--- config.mk ---
export PLATFORM = sky130hd
export DESIGN_NAME = http_byte_range_parser
export DESIGN_NICKNAME = d
export VERILOG_FILES = /design/src/brp_pkg.sv /design/src/http_byte_range_parser.sv /design/src/brp_front.sv /design/src/brp_queue.sv /design/src/brp_back.sv
export SDC_FILE = /design/constraint.sdc
export NUM_CORES = 2
export LEC_CHECK = 0
export BUFFER_PORTS_ARGS = -buffer_cell sky130_fd_sc_hd__buf_2
export CAP_MARGIN = 20
export CORE_AREA = 4 4 416 418
export DETAILED_ROUTE_END_ITERATION = 10
export DIE_AREA = 0 0 420 422
export GPL_TIMING_DRIVEN = 0
export HOLD_SLACK_MARGIN = 0.12
export RECOVER_POWER = 100
export SLEW_MARGIN = 20
export SYNTH_ARGS = -nofsm -noshare
export SYNTH_HDL_FRONTEND = slang
export SYNTH_HIERARCHICAL = 1
export SYNTH_SLANG_ARGS = --single-unit
--- constraint.sdc ---
create_clock -name clk -period 16.7 [get_ports clk]
set_input_delay 3.34 -clock clk [delete_from_list [all_inputs] [get_ports clk]]
set_output_delay 3.34 -clock clk [all_outputs]
set_load 0.01 [all_outputs]
--- src/brp_pkg.sv ---
// brp_pkg: beat types, status codes and character constants of the byte range parser
// no dependencies; imported by every module of the block but brp_queue
`default_nettype none

package brp_pkg;

	// one header character beat
	typedef struct packed {
		logic [7:0]  header_char;
		logic        is_last;
		logic [63:0] resource_size;
	} hdr_t;

	// one resolved range beat
	typedef struct packed {
		logic [1:0]  range_status;
		logic [63:0] range_start;
		logic [63:0] range_end;
	} res_t;

	// syntax summary handed from the front to the back
	typedef struct packed {
		logic well_formed;
		logic start_seen;
		logic end_seen;
	} parse_flags_t;

	localparam logic [1:0] ST_IGNORE = 2'd0;
	localparam logic [1:0] ST_UNSAT  = 2'd1;
	localparam logic [1:0] ST_VALID  = 2'd2;

	localparam logic [7:0] CH_SPACE    = 8'h20;
	localparam logic [7:0] CH_DASH     = 8'h2D;
	localparam logic [7:0] CH_ZERO     = 8'h30;
	localparam logic [7:0] CH_NINE     = 8'h39;
	localparam logic [7:0] CH_UPPER_A  = 8'h41;
	localparam logic [7:0] CH_UPPER_Z  = 8'h5A;
	localparam logic [7:0] CASE_OFFSET = 8'h20;

	localparam logic [2:0] UNIT_LEN = 3'd6;

	// "bytes=" in lower case, one character per position
	function automatic logic [7:0] unit_char(input logic [2:0] pos);
		logic [7:0] ch;
		case (pos)
			3'd0: ch = 8'h62;
			3'd1: ch = 8'h79;
			3'd2: ch = 8'h74;
			3'd3: ch = 8'h65;
			3'd4: ch = 8'h73;
			3'd5: ch = 8'h3D;
			default: ch = 8'h00;
		endcase
		return ch;
	endfunction

endpackage

`default_nettype wire

--- src/http_byte_range_parser.sv ---
// http_byte_range_parser: top level, a char per cycle in unless stalled, a range per header out
// depends on brp_pkg, brp_front, brp_queue, brp_back
// the last beat's summary is queued, then the back resolves it into the registered result
// throughput: one character beat per cycle unless the two-entry queue is full
// results drain at one per cycle while res_ready is high
// reset: arst_n low clears parser state, queue pointers and the result valid at once
`default_nettype none

module http_byte_range_parser import brp_pkg::*; #(
	parameter int OFFSET_WIDTH = 64
) (
	input  wire logic clk,
	input  wire logic arst_n,
	// character channel
	input  wire logic hdr_valid,
	output logic      hdr_ready,
	input  wire hdr_t hdr,
	// result channel
	output logic      res_valid,
	input  wire logic res_ready,
	output res_t      res
);

	localparam int QW = $bits(parse_flags_t) + 3 * OFFSET_WIDTH;

	// front to queue
	logic                    push;
	parse_flags_t            push_flags;
	logic [OFFSET_WIDTH-1:0] push_start;
	logic [OFFSET_WIDTH-1:0] push_end;
	logic [OFFSET_WIDTH-1:0] push_size;

	// queue to back
	logic                    q_full;
	logic                    q_nonempty;
	logic                    q_pop;
	logic [QW-1:0]           q_head;
	parse_flags_t            q_flags;
	logic [OFFSET_WIDTH-1:0] q_start;
	logic [OFFSET_WIDTH-1:0] q_end;
	logic [OFFSET_WIDTH-1:0] q_size;

	logic hdr_fire;

	// every character is taken while the queue has room, so only a stalled
	// result channel with a full queue holds the character stream back
	assign hdr_ready = !q_full;
	assign hdr_fire  = hdr_valid && hdr_ready;

	// front: prefix match, space skipping and the two saturating accumulators
	brp_front #(
		.OW (OFFSET_WIDTH)
	) u_front (
		.clk        (clk),
		.arst_n     (arst_n),
		.hdr        (hdr),
		.hdr_fire   (hdr_fire),
		.push       (push),
		.push_flags (push_flags),
		.push_start (push_start),
		.push_end   (push_end),
		.push_size  (push_size)
	);

	// decoupling queue: one summary per header value
	brp_queue #(
		.DATA_W (QW)
	) u_queue (
		.clk       (clk),
		.arst_n    (arst_n),
		.push      (push),
		.push_data ({push_flags, push_start, push_end, push_size}),
		.pop       (q_pop),
		.full      (q_full),
		.nonempty  (q_nonempty),
		.head      (q_head)
	);

	assign {q_flags, q_start, q_end, q_size} = q_head;

	// back: range resolution against the size, then the output register
	brp_back #(
		.OW (OFFSET_WIDTH)
	) u_back (
		.clk       (clk),
		.arst_n    (arst_n),
		.q_valid   (q_nonempty),
		.q_flags   (q_flags),
		.q_start   (q_start),
		.q_end     (q_end),
		.q_size    (q_size),
		.pop       (q_pop),
		.res_valid (res_valid),
		.res_ready (res_ready),
		.res       (res)
	);

endmodule

`default_nettype wire

--- src/brp_front.sv ---
// brp_front: per-character syntax tracker and saturating decimal accumulators
// depends on brp_pkg
`default_nettype none

module brp_front import brp_pkg::*; #(
	parameter int OW = 64
) (
	input  wire logic          clk,
	input  wire logic          arst_n,
	input  wire hdr_t          hdr,
	input  wire logic          hdr_fire,
	output logic               push,
	output parse_flags_t       push_flags,
	output logic [OW-1:0]      push_start,
	output logic [OW-1:0]      push_end,
	output logic [OW-1:0]      push_size
);

	localparam logic [2:0] PH_PREFIX = 3'd0;
	localparam logic [2:0] PH_LEAD   = 3'd1;
	localparam logic [2:0] PH_START  = 3'd2;
	localparam logic [2:0] PH_END    = 3'd3;
	localparam logic [2:0] PH_TRAIL  = 3'd4;
	localparam logic [2:0] PH_BAD    = 3'd5;

	logic [2:0]    phase_q, phase_n;
	logic [2:0]    pos_q, pos_n;
	logic [OW-1:0] start_q, start_n;
	logic [OW-1:0] end_q, end_n;
	logic          ss_q, ss_n;
	logic          es_q, es_n;

	logic [7:0]    ch;
	logic [7:0]    low;
	logic          is_digit;
	logic [3:0]    dval;
	logic [OW-1:0] start_acc;
	logic [OW-1:0] end_acc;

	// acc*10 + d, clamped to all ones on overflow
	function automatic logic [OW-1:0] acc_digit(input logic [OW-1:0] acc, input logic [3:0] d);
		logic [OW+3:0] wide;
		wide = {1'b0, acc, 3'b000} + {3'b000, acc, 1'b0} + {{OW{1'b0}}, d};
		return (wide[OW+3:OW] != 4'd0) ? {OW{1'b1}} : wide[OW-1:0];
	endfunction

	assign ch       = hdr.header_char;
	assign is_digit = (ch >= CH_ZERO) && (ch <= CH_NINE);
	assign low      = ((ch >= CH_UPPER_A) && (ch <= CH_UPPER_Z)) ? (ch + CASE_OFFSET) : ch;
	assign dval     = ch[3:0];
	assign start_acc = acc_digit(start_q, dval);
	assign end_acc   = acc_digit(end_q, dval);

	always_comb begin
		phase_n = phase_q;
		pos_n   = pos_q;
		start_n = start_q;
		end_n   = end_q;
		ss_n    = ss_q;
		es_n    = es_q;
		unique case (phase_q)
			PH_PREFIX: begin
				if (pos_q < UNIT_LEN && low == unit_char(pos_q)) begin
					pos_n = pos_q + 3'd1;
					if (pos_n == UNIT_LEN) begin
						phase_n = PH_LEAD;
					end
				end else begin
					phase_n = PH_BAD;
				end
			end
			PH_LEAD: begin
				if (ch == CH_SPACE) begin
					phase_n = PH_LEAD;
				end else if (is_digit) begin
					ss_n    = 1'b1;
					start_n = start_acc;
					phase_n = PH_START;
				end else if (ch == CH_DASH) begin
					phase_n = PH_END;
				end else begin
					phase_n = PH_BAD;
				end
			end
			PH_START: begin
				if (is_digit) begin
					start_n = start_acc;
				end else if (ch == CH_DASH) begin
					phase_n = PH_END;
				end else begin
					phase_n = PH_BAD;
				end
			end
			PH_END: begin
				if (is_digit) begin
					es_n  = 1'b1;
					end_n = end_acc;
				end else if (ch == CH_SPACE) begin
					phase_n = PH_TRAIL;
				end else begin
					phase_n = PH_BAD;
				end
			end
			PH_TRAIL: begin
				if (ch != CH_SPACE) begin
					phase_n = PH_BAD;
				end
			end
			default: begin
				phase_n = PH_BAD;
			end
		endcase
	end

	// the last character closes the header: hand the summary on and start afresh
	assign push                   = hdr_fire && hdr.is_last;
	assign push_flags.well_formed = (phase_n == PH_END) || (phase_n == PH_TRAIL);
	assign push_flags.start_seen  = ss_n;
	assign push_flags.end_seen    = es_n;
	assign push_start             = start_n;
	assign push_end               = end_n;
	assign push_size              = hdr.resource_size[OW-1:0];

	always_ff @(posedge clk or negedge arst_n) begin
		if (!arst_n) begin
			phase_q <= PH_PREFIX;
			pos_q   <= 3'd0;
			start_q <= '0;
			end_q   <= '0;
			ss_q    <= 1'b0;
			es_q    <= 1'b0;
		end else if (hdr_fire) begin
			if (hdr.is_last) begin
				phase_q <= PH_PREFIX;
				pos_q   <= 3'd0;
				start_q <= '0;
				end_q   <= '0;
				ss_q    <= 1'b0;
				es_q    <= 1'b0;
			end else begin
				phase_q <= phase_n;
				pos_q   <= pos_n;
				start_q <= start_n;
				end_q   <= end_n;
				ss_q    <= ss_n;
				es_q    <= es_n;
			end
		end
	end

endmodule

`default_nettype wire

--- src/brp_queue.sv ---
// brp_queue: two-entry queue of parse summaries between front and back
// no package dependencies
`default_nettype none

module brp_queue #(
	parameter int DATA_W = 195
) (
	input  wire logic              clk,
	input  wire logic              arst_n,
	input  wire logic              push,
	input  wire logic [DATA_W-1:0] push_data,
	input  wire logic              pop,
	output logic                   full,
	output logic                   nonempty,
	output logic [DATA_W-1:0]      head
);

	logic [DATA_W-1:0] mem_q [2];
	logic              wr_ptr_q;
	logic              rd_ptr_q;
	logic [1:0]        count_q;

	assign full     = (count_q == 2'd2);
	assign nonempty = (count_q != 2'd0);
	assign head     = mem_q[rd_ptr_q];

	always_ff @(posedge clk) begin
		if (push) begin
			mem_q[wr_ptr_q] <= push_data;
		end
	end

	always_ff @(posedge clk or negedge arst_n) begin
		if (!arst_n) begin
			wr_ptr_q <= 1'b0;
			rd_ptr_q <= 1'b0;
			count_q  <= 2'd0;
		end else begin
			if (push) begin
				wr_ptr_q <= ~wr_ptr_q;
			end
			if (pop) begin
				rd_ptr_q <= ~rd_ptr_q;
			end
			case ({push, pop})
				2'b10:   count_q <= count_q + 2'd1;
				2'b01:   count_q <= count_q - 2'd1;
				default: count_q <= count_q;
			endcase
		end
	end

endmodule

`default_nettype wire

--- src/brp_back.sv ---
// brp_back: resolves a parse summary against the body size into a result beat
// depends on brp_pkg
`default_nettype none

module brp_back import brp_pkg::*; #(
	parameter int OW = 64
) (
	input  wire logic          clk,
	input  wire logic          arst_n,
	input  wire logic          q_valid,
	input  wire parse_flags_t  q_flags,
	input  wire logic [OW-1:0] q_start,
	input  wire logic [OW-1:0] q_end,
	input  wire logic [OW-1:0] q_size,
	output logic               pop,
	output logic               res_valid,
	input  wire logic          res_ready,
	output res_t               res
);

	logic          valid_q;
	res_t          res_q;
	logic [1:0]    status;
	logic [OW-1:0] rs;
	logic [OW-1:0] re;
	logic [OW-1:0] last_byte;
	logic [OW-1:0] suffix_start;
	logic          end_past;
	logic          start_past;

	assign last_byte    = q_size - {{(OW-1){1'b0}}, 1'b1};
	assign suffix_start = q_size - q_end;
	assign end_past     = (q_end >= q_size);
	assign start_past   = (q_start >= q_size);

	always_comb begin
		status = ST_IGNORE;
		rs     = q_start;
		re     = q_end;
		if (!q_flags.well_formed) begin
			status = ST_IGNORE;
		end else if (!q_flags.start_seen) begin
			if (!q_flags.end_seen || q_end == '0) begin
				status = ST_UNSAT;
			end else if (q_size == '0) begin
				status = ST_IGNORE;
			end else begin
				rs     = end_past ? '0 : suffix_start;
				re     = last_byte;
				status = ST_VALID;
			end
		end else if (start_past) begin
			status = ST_UNSAT;
		end else if (!q_flags.end_seen || end_past) begin
			re     = last_byte;
			status = ST_VALID;
		end else begin
			status = (q_start > q_end) ? ST_UNSAT : ST_VALID;
		end
		if (status != ST_VALID) begin
			rs = '0;
			re = '0;
		end
	end

	assign pop       = q_valid && (!valid_q || res_ready);
	assign res_valid = valid_q;
	assign res       = res_q;

	always_ff @(posedge clk) begin
		if (pop) begin
			res_q.range_status <= status;
			res_q.range_start  <= 64'(rs);
			res_q.range_end    <= 64'(re);
		end
	end

	always_ff @(posedge clk or negedge arst_n) begin
		if (!arst_n) begin
			valid_q <= 1'b0;
		end else if (pop) begin
			valid_q <= 1'b1;
		end else if (res_ready) begin
			valid_q <= 1'b0;
		end
	end

endmodule

`default_nettype wire

# [Word-level counts from Yosys, hierarchy flattened]
# Memory sizes are Yosys's and may differ from the RTL's.
# Cells that the tools add are included.
[totals] mem_count=1 romBits=0 mem_bits_rw=390 latchBits=0 elab_cells=135 regBits=271
[mem_list] name="u_queue.mem_q" words=2 word_bits=195 read_ports=1 rd_ports_with_merged_regs=0 wr=1 line="brp_queue.sv:18" source="logic [DATA_W-1:0] mem_q [2];"
[op_classes] n_reduce_logical=25 n_shift=0 multipliers=0 mux=56 bitwise_logic=2 magnitude_cmp=8 eq_ne=20 n_div=0 addsub=10
[ops] operator="$mux W64" count=19
[ops] operator="$add A67 B65 Y68" count=2
[ops] operator="$add A68 B4 Y68" count=2
[ops] operator="$ge A64 B64 Y1" count=2
[ops] operator="$logic_not A64 Y1" count=2
[ops] operator="$pmux W64 S2" count=1
[ops] operator="$gt A64 B64 Y1" count=1
[ops] operator="$sub A64 B1 Y64 const B" count=1
[ops] operator="$sub A64 B64 Y64" count=1
[ops] operator="$pmux W7 S6" count=1
[ops] operator="$mux W3" count=12
[ops] operator="$eq A8 B6 Y1 const B" count=2
[ops] operator="$mux W8" count=2
[ops] operator="$eq A3 B2 Y1 const B" count=5
[ops] operator="$eq A3 B3 Y1 const B" count=5
[ops] operator="$pmux W3 S5" count=1
[ops] operator="$mux W2" count=7
[ops] operator="$mux W1" count=12
[ops] operator="$reduce_bool A2 Y1" count=5
[ops] operator="$add A8 B6 Y8 const B" count=1
[ops] operator="$eq A8 B8 Y1" count=1
[ops] operator="$ge A8 B6 Y1 const B" count=1
[ops] operator="$ge A8 B7 Y1 const B" count=1
[ops] operator="$le A8 B6 Y1 const B" count=1
[ops] operator="other kinds (18)" count=33

# [Longest topological paths before layout]
[logic_depth] word_depth=9 mapped_depth=18 ltp_nobuf=14

# [Hierarchy]
# The synthesis kept the hierarchy.
[modules_own_cells] module="brp_front" instances=1 seq_area_each_um2=3403.3 area_each_um2=17730.8 cells_per_inst=2324
[modules_own_cells] module="brp_queue" instances=1 seq_area_each_um2=11811.3 area_each_um2=14835.5 cells_per_inst=623
[modules_own_cells] module="brp_back" instances=1 seq_area_each_um2=3928.8 area_each_um2=14516.4 cells_per_inst=1762
[modules_own_cells] module="http_byte_range_parser" instances=1 seq_area_each_um2=0.0 area_each_um2=10.0 cells_per_inst=2

# [Worst setup path after synthesis]
# No wires, ideal clock.
[synth_path] path_type="input -> register" from="input hdr_valid" to="memory u_queue.mem_q[0][0], enable pin" arrival_time_ns=12.319 slack_ns=3.626 n_path_buf=2 cell_stages=7 required_ns=15.945 path_cell_list="nor2b_1 nand2_1 clkbuf_1 buf_1 inv_1 inv_1 nor2_1"
[synth_between] elab_chain_len=4
[synth_rtl] element="start: declaration" line="http_byte_range_parser.sv:15" source="input wire logic hdr_valid,"
[synth_rtl] element="$logic_and A1 B1 Y1" line="http_byte_range_parser.sv:48" source="assign hdr_fire = hdr_valid && hdr_ready;"
[synth_rtl] element="$logic_and A1 B1 Y1" line="brp_front.sv:116" source="assign push = hdr_fire && hdr.is_last;"
[synth_rtl] element="net push" line="http_byte_range_parser.sv:27" source="logic push;"
[synth_rtl] element="$mux W1" line="brp_queue.sv:28" source="if (push) begin"
[synth_rtl] element="$mux W1 (implied by the code)" line="brp_queue.sv:29" source="mem_q[wr_ptr_q] <= push_data;"
[synth_rtl] element="end: declaration" line="brp_queue.sv:18"
# The timed path passes the listed nets, and every way through them passes these cells.

# [Worst setup path in the final report]
[layout_path] from="input hdr_valid" to="memory u_queue.mem_q[1][183], enable pin"
[layout_between] elab_chain_len=4
[layout_rtl] element="$logic_and A1 B1 Y1" line="http_byte_range_parser.sv:48"
[layout_rtl] element="net hdr_fire" line="http_byte_range_parser.sv:43" source="logic hdr_fire;"
[layout_rtl] element="$logic_and A1 B1 Y1" line="brp_front.sv:116"
[layout_rtl] element="net push" line="http_byte_range_parser.sv:27"
[layout_rtl] element="$mux W1" line="brp_queue.sv:28"
[layout_rtl] element="$mux W1 (implied by the code)" line="brp_queue.sv:29"
# The timed path passes the listed nets, and every way through them passes these cells.

==> impl_metrics.ini <==
[worst_hold_path]
min_delay_path_depth = 1
holdPathEnd = u_queue/count_q[1]
hp-start = u_queue/count_q[1]
hold_path.class = flop to flop

[logic_synthesis]
syn_area_sq_um = 47100
synth_async_sr_flop_share = 0.213
synth-seq-cells = 661
yosysWarnings = 6
synth_cell_types = 93
synth-edff-count = 520
synth_cells = 4711
syn_area_per_cell_sq_um = 10.0
ys_seq_area_frac = 0.407
ys.flop_type = edfxtp_1
syn_nets = 5250

[clock_network]
worst_skew_pair.late_latency_ns = 0.70
hold_buffers = 0
path_clk_slew_ns = 0.07
post_cts_resized = 0
clockBufferDepth = 3
clock-sinks = 661
numCtsBuffers = 72
cts_tree = built
clock-root-buffer = clkbuf_16
postCtsSetupBuffers = 0
h-tree-depth = 3

[layout]
area_delta_synth_final_pct = 11.9
layout_common_cells = edfxtp_1 (520), ha_1 (457), a21oi_1 (412)
utilization = 0.312
n_fill_cell = 17506
seq_area_sq_um = 19100
final_common_cell = edfxtp_1
multi_input_area_sq_um = 25400
drive_above_1_share = 0.0945
layout.nets = 5494

[sta]
max_slew_margin = -1.92
clock.fmax_ghz = 0.0919
post-route-min-period_ns = 10.88
hold_viol = 0
tightest_slew_ns = 4.38
finalCritPeriodShare = 0.652
clock_skew_ns = 0.0524
finalSetupViolCount = 0
fin_tns_setup_ns = 0
rsz0062_at_grt = no
hold_ws_ns = 0.493
slew_violations = 531

[status]
outcome = finished, violations left
failed_checks = capacitance limit, slew limit

[worst_setup_path]
start_kind = primary input
r2r_slack_ns = 7.06
rr_startpoint = u_queue/rd_ptr_q
slowest_delay_ns = 2.28
worst-setup-path-type = primary input to flop
worstPathCellList = buf_2 > nor2b_1 > nand2_1 > clkbuf_1 > clkbuf_1 > inv_1 > and2_0 > clkbuf_1 > clkbuf_1
worstRegToRegCells = 17
crit_family = buffers and inverters
crit_required_ns = 16.92
cp_slowest_cell = clkbuf_1
cp.arrival_ns = 11.10
cp-end-kind = flop
cp_common_cell = clkbuf_1
crit_buf_inv = 6
path_max_fanout = 48
timing.rr.end = u_back/res[119]

[routing]
ant_nets = 0
drt_pass1_iterations = 6
drt_iter0_markers = 4038
vias = 39629
drc = 0
routedWlPerCell_um = 24.5
vias_per_cell = 5.47
finalWirelength_mm = 178

[floorplanning]
pin_count = 209
coreArea_sq_um = 169000
die_area_sq_um = 177000
start_util = 0.279
num_rows = 151
die_x_um = 420
die_y_um = 422

[pwr]
p_per_area_nw_per_um2 = 152
power.leakage_nw = 21.4
ir_drop_uv = 79.7

[global_routing]
grt_usage = 0.194
grt_pass1_wl_mm = 258
grt_overflow = 0
grt_max_degree = 76
antenna_found_initial = 6
grt_pass1_vias = 38084

[place]
post-dp-hpwl_mm = 142
gp_congestion = 0.969
io_buffers = 144

[job]
maxCapViolations = 12
report_power, final:
part	switching [mW]	internal, mW	leakage [nW]
registers	0.0962	2.18	6.90
logic	2.78	1.31	13.3
clock network	0.732	0.929	1.17
synthesized netlist by cell type, drive strengths merged (9+ instances only):
| cell type | count | area share |
|---|---|---|
| and3 | 28 | 0.0037 |
| a211oi | 87 | 0.014 |
| o211ai | 22 | 0.0035 |
| and2 | 25 | 0.0033 |
| or4 | 17 | 0.0029 |
| nor3 | 82 | 0.0092 |
| or3 | 26 | 0.0035 |
| ha | 457 | 0.12 |
| nand2 | 289 | 0.023 |
| a311oi | 14 | 0.0026 |
| a31oi | 169 | 0.023 |
| dfrtp | 141 | 0.075 |
| o22ai | 23 | 0.0031 |
| edfxtp | 520 | 0.33 |
| o22a | 10 | 0.0019 |
| nand3 | 108 | 0.012 |
| nor2 | 398 | 0.032 |
| a21o | 99 | 0.016 |
| xnor2 | 140 | 0.026 |
| nor4 | 86 | 0.013 |
| a21boi | 11 | 0.0018 |
| a221oi | 17 | 0.0032 |
| nand2b | 21 | 0.0028 |
| nand4 | 112 | 0.015 |
| nor2b | 21 | 0.0028 |
| o21bai | 31 | 0.0049 |
| a21oi | 413 | 0.044 |
| mux2 | 199 | 0.059 |
| buf | 169 | 0.025 |
| o21a | 32 | 0.0051 |
| inv | 202 | 0.016 |
| or2 | 22 | 0.0029 |
| clkbuf | 155 | 0.012 |
| o31ai | 26 | 0.0043 |
| xor2 | 93 | 0.017 |
| nor3b | 9 | 0.0014 |
| and4 | 18 | 0.0033 |
| o21ai | 255 | 0.027 |
| a22oi | 34 | 0.0054 |
kinds of logic (layout without fill, tap and decap cells):
family                   after synthesis  in the layout  share of synthesized area
AND/OR/NAND/NOR                     1278           1278                      0.133
adder cells (fa/ha/maj)              462            462                      0.124
other                                  0              8                          0
buffers and inverters                526            829                     0.0535
XOR/XNOR                             233            233                     0.0433
flip-flops                           661            661                      0.407
AO/OA/AOI/OAI                       1345           1345                      0.180
multiplexers                         206            206                     0.0602
cell type report:
| class | instances | area share |
|---|---|---|
| sequential | 661 | 0.363 |
| buffer | 324 | 0.0287 |
| clock inverter | 48 | 0.00948 |
| tap | 2218 | 0.0527 |
| inverter | 202 | 0.0144 |
| clock buffer | 85 | 0.0363 |
| antenna | 8 | 0.000380 |
| timing repair buffer | 170 | 0.0127 |
| multi-input combinational | 3524 | 0.482 |
worst max path at each step:
stage | startpoint | end | slack [ns] | depth (start not counted)
2_1_floorplan | hdr_valid | u_queue/mem_q[0][0] | 3.63 | 7
3_3_place_gp | hdr_valid | u_queue/mem_q[0][28] | -3.73 | 8
4_1_cts | hdr[68] | u_queue/mem_q[0][126] | 8.72 | 17
6_report | hdr_valid | u_queue/mem_q[1][183] | 5.82 | 9
5_1_grt | hdr_valid | u_queue/mem_q[1][183] | 5.35 | 9
3_5_place_dp | hdr[68] | u_queue/mem_q[0][126] | 8.00 | 17
routing by layer:
metal | global-route usage | vias up | routed length, um
li1 | - | 18229 | -
met1 | 0.251 | 19445 | 74500
met2 | 0.315 | 1614 | 82100
met3 | 0.0237 | 341 | 11300
met4 | 0.0994 | 0 | 9840
met5 | 0 | - | 0
flip-flops by register name, summed over array words and instances, names as in the netlist:
| name | flops |
|---|---|
| u_queue/rd_ptr_q | 1 |
| u_queue/count_q | 2 |
| u_front/phase_q | 3 |
| u_back/res_valid | 1 |
| u_queue/wr_ptr_q | 1 |
| u_front/pos_q | 3 |
| u_front/ss_q | 1 |
| u_front/end_q | 64 |
| u_back/res | 130 |
| u_queue/mem_q | 390 |
| u_front/es_q | 1 |
| u_front/start_q | 64 |
per-stage QoR:
step / std cells / instance area [sq um] / power [mW] / worst slack, ns
CTS: 7231 / 53600 / 8.11 / 8.72
finish: 7240 / 52700 / 8.02 / 5.82
detailed placement: 7098 / 51200 / 6.41 / 8.00
global route: 7238 / 52700 / 8.42 / 5.35
floorplan: 4711 / 47100 / 4.89 / 3.63
global placement: 7073 / 50600 / 6.43 / -3.73
Power figures use the tool's default switching activity.
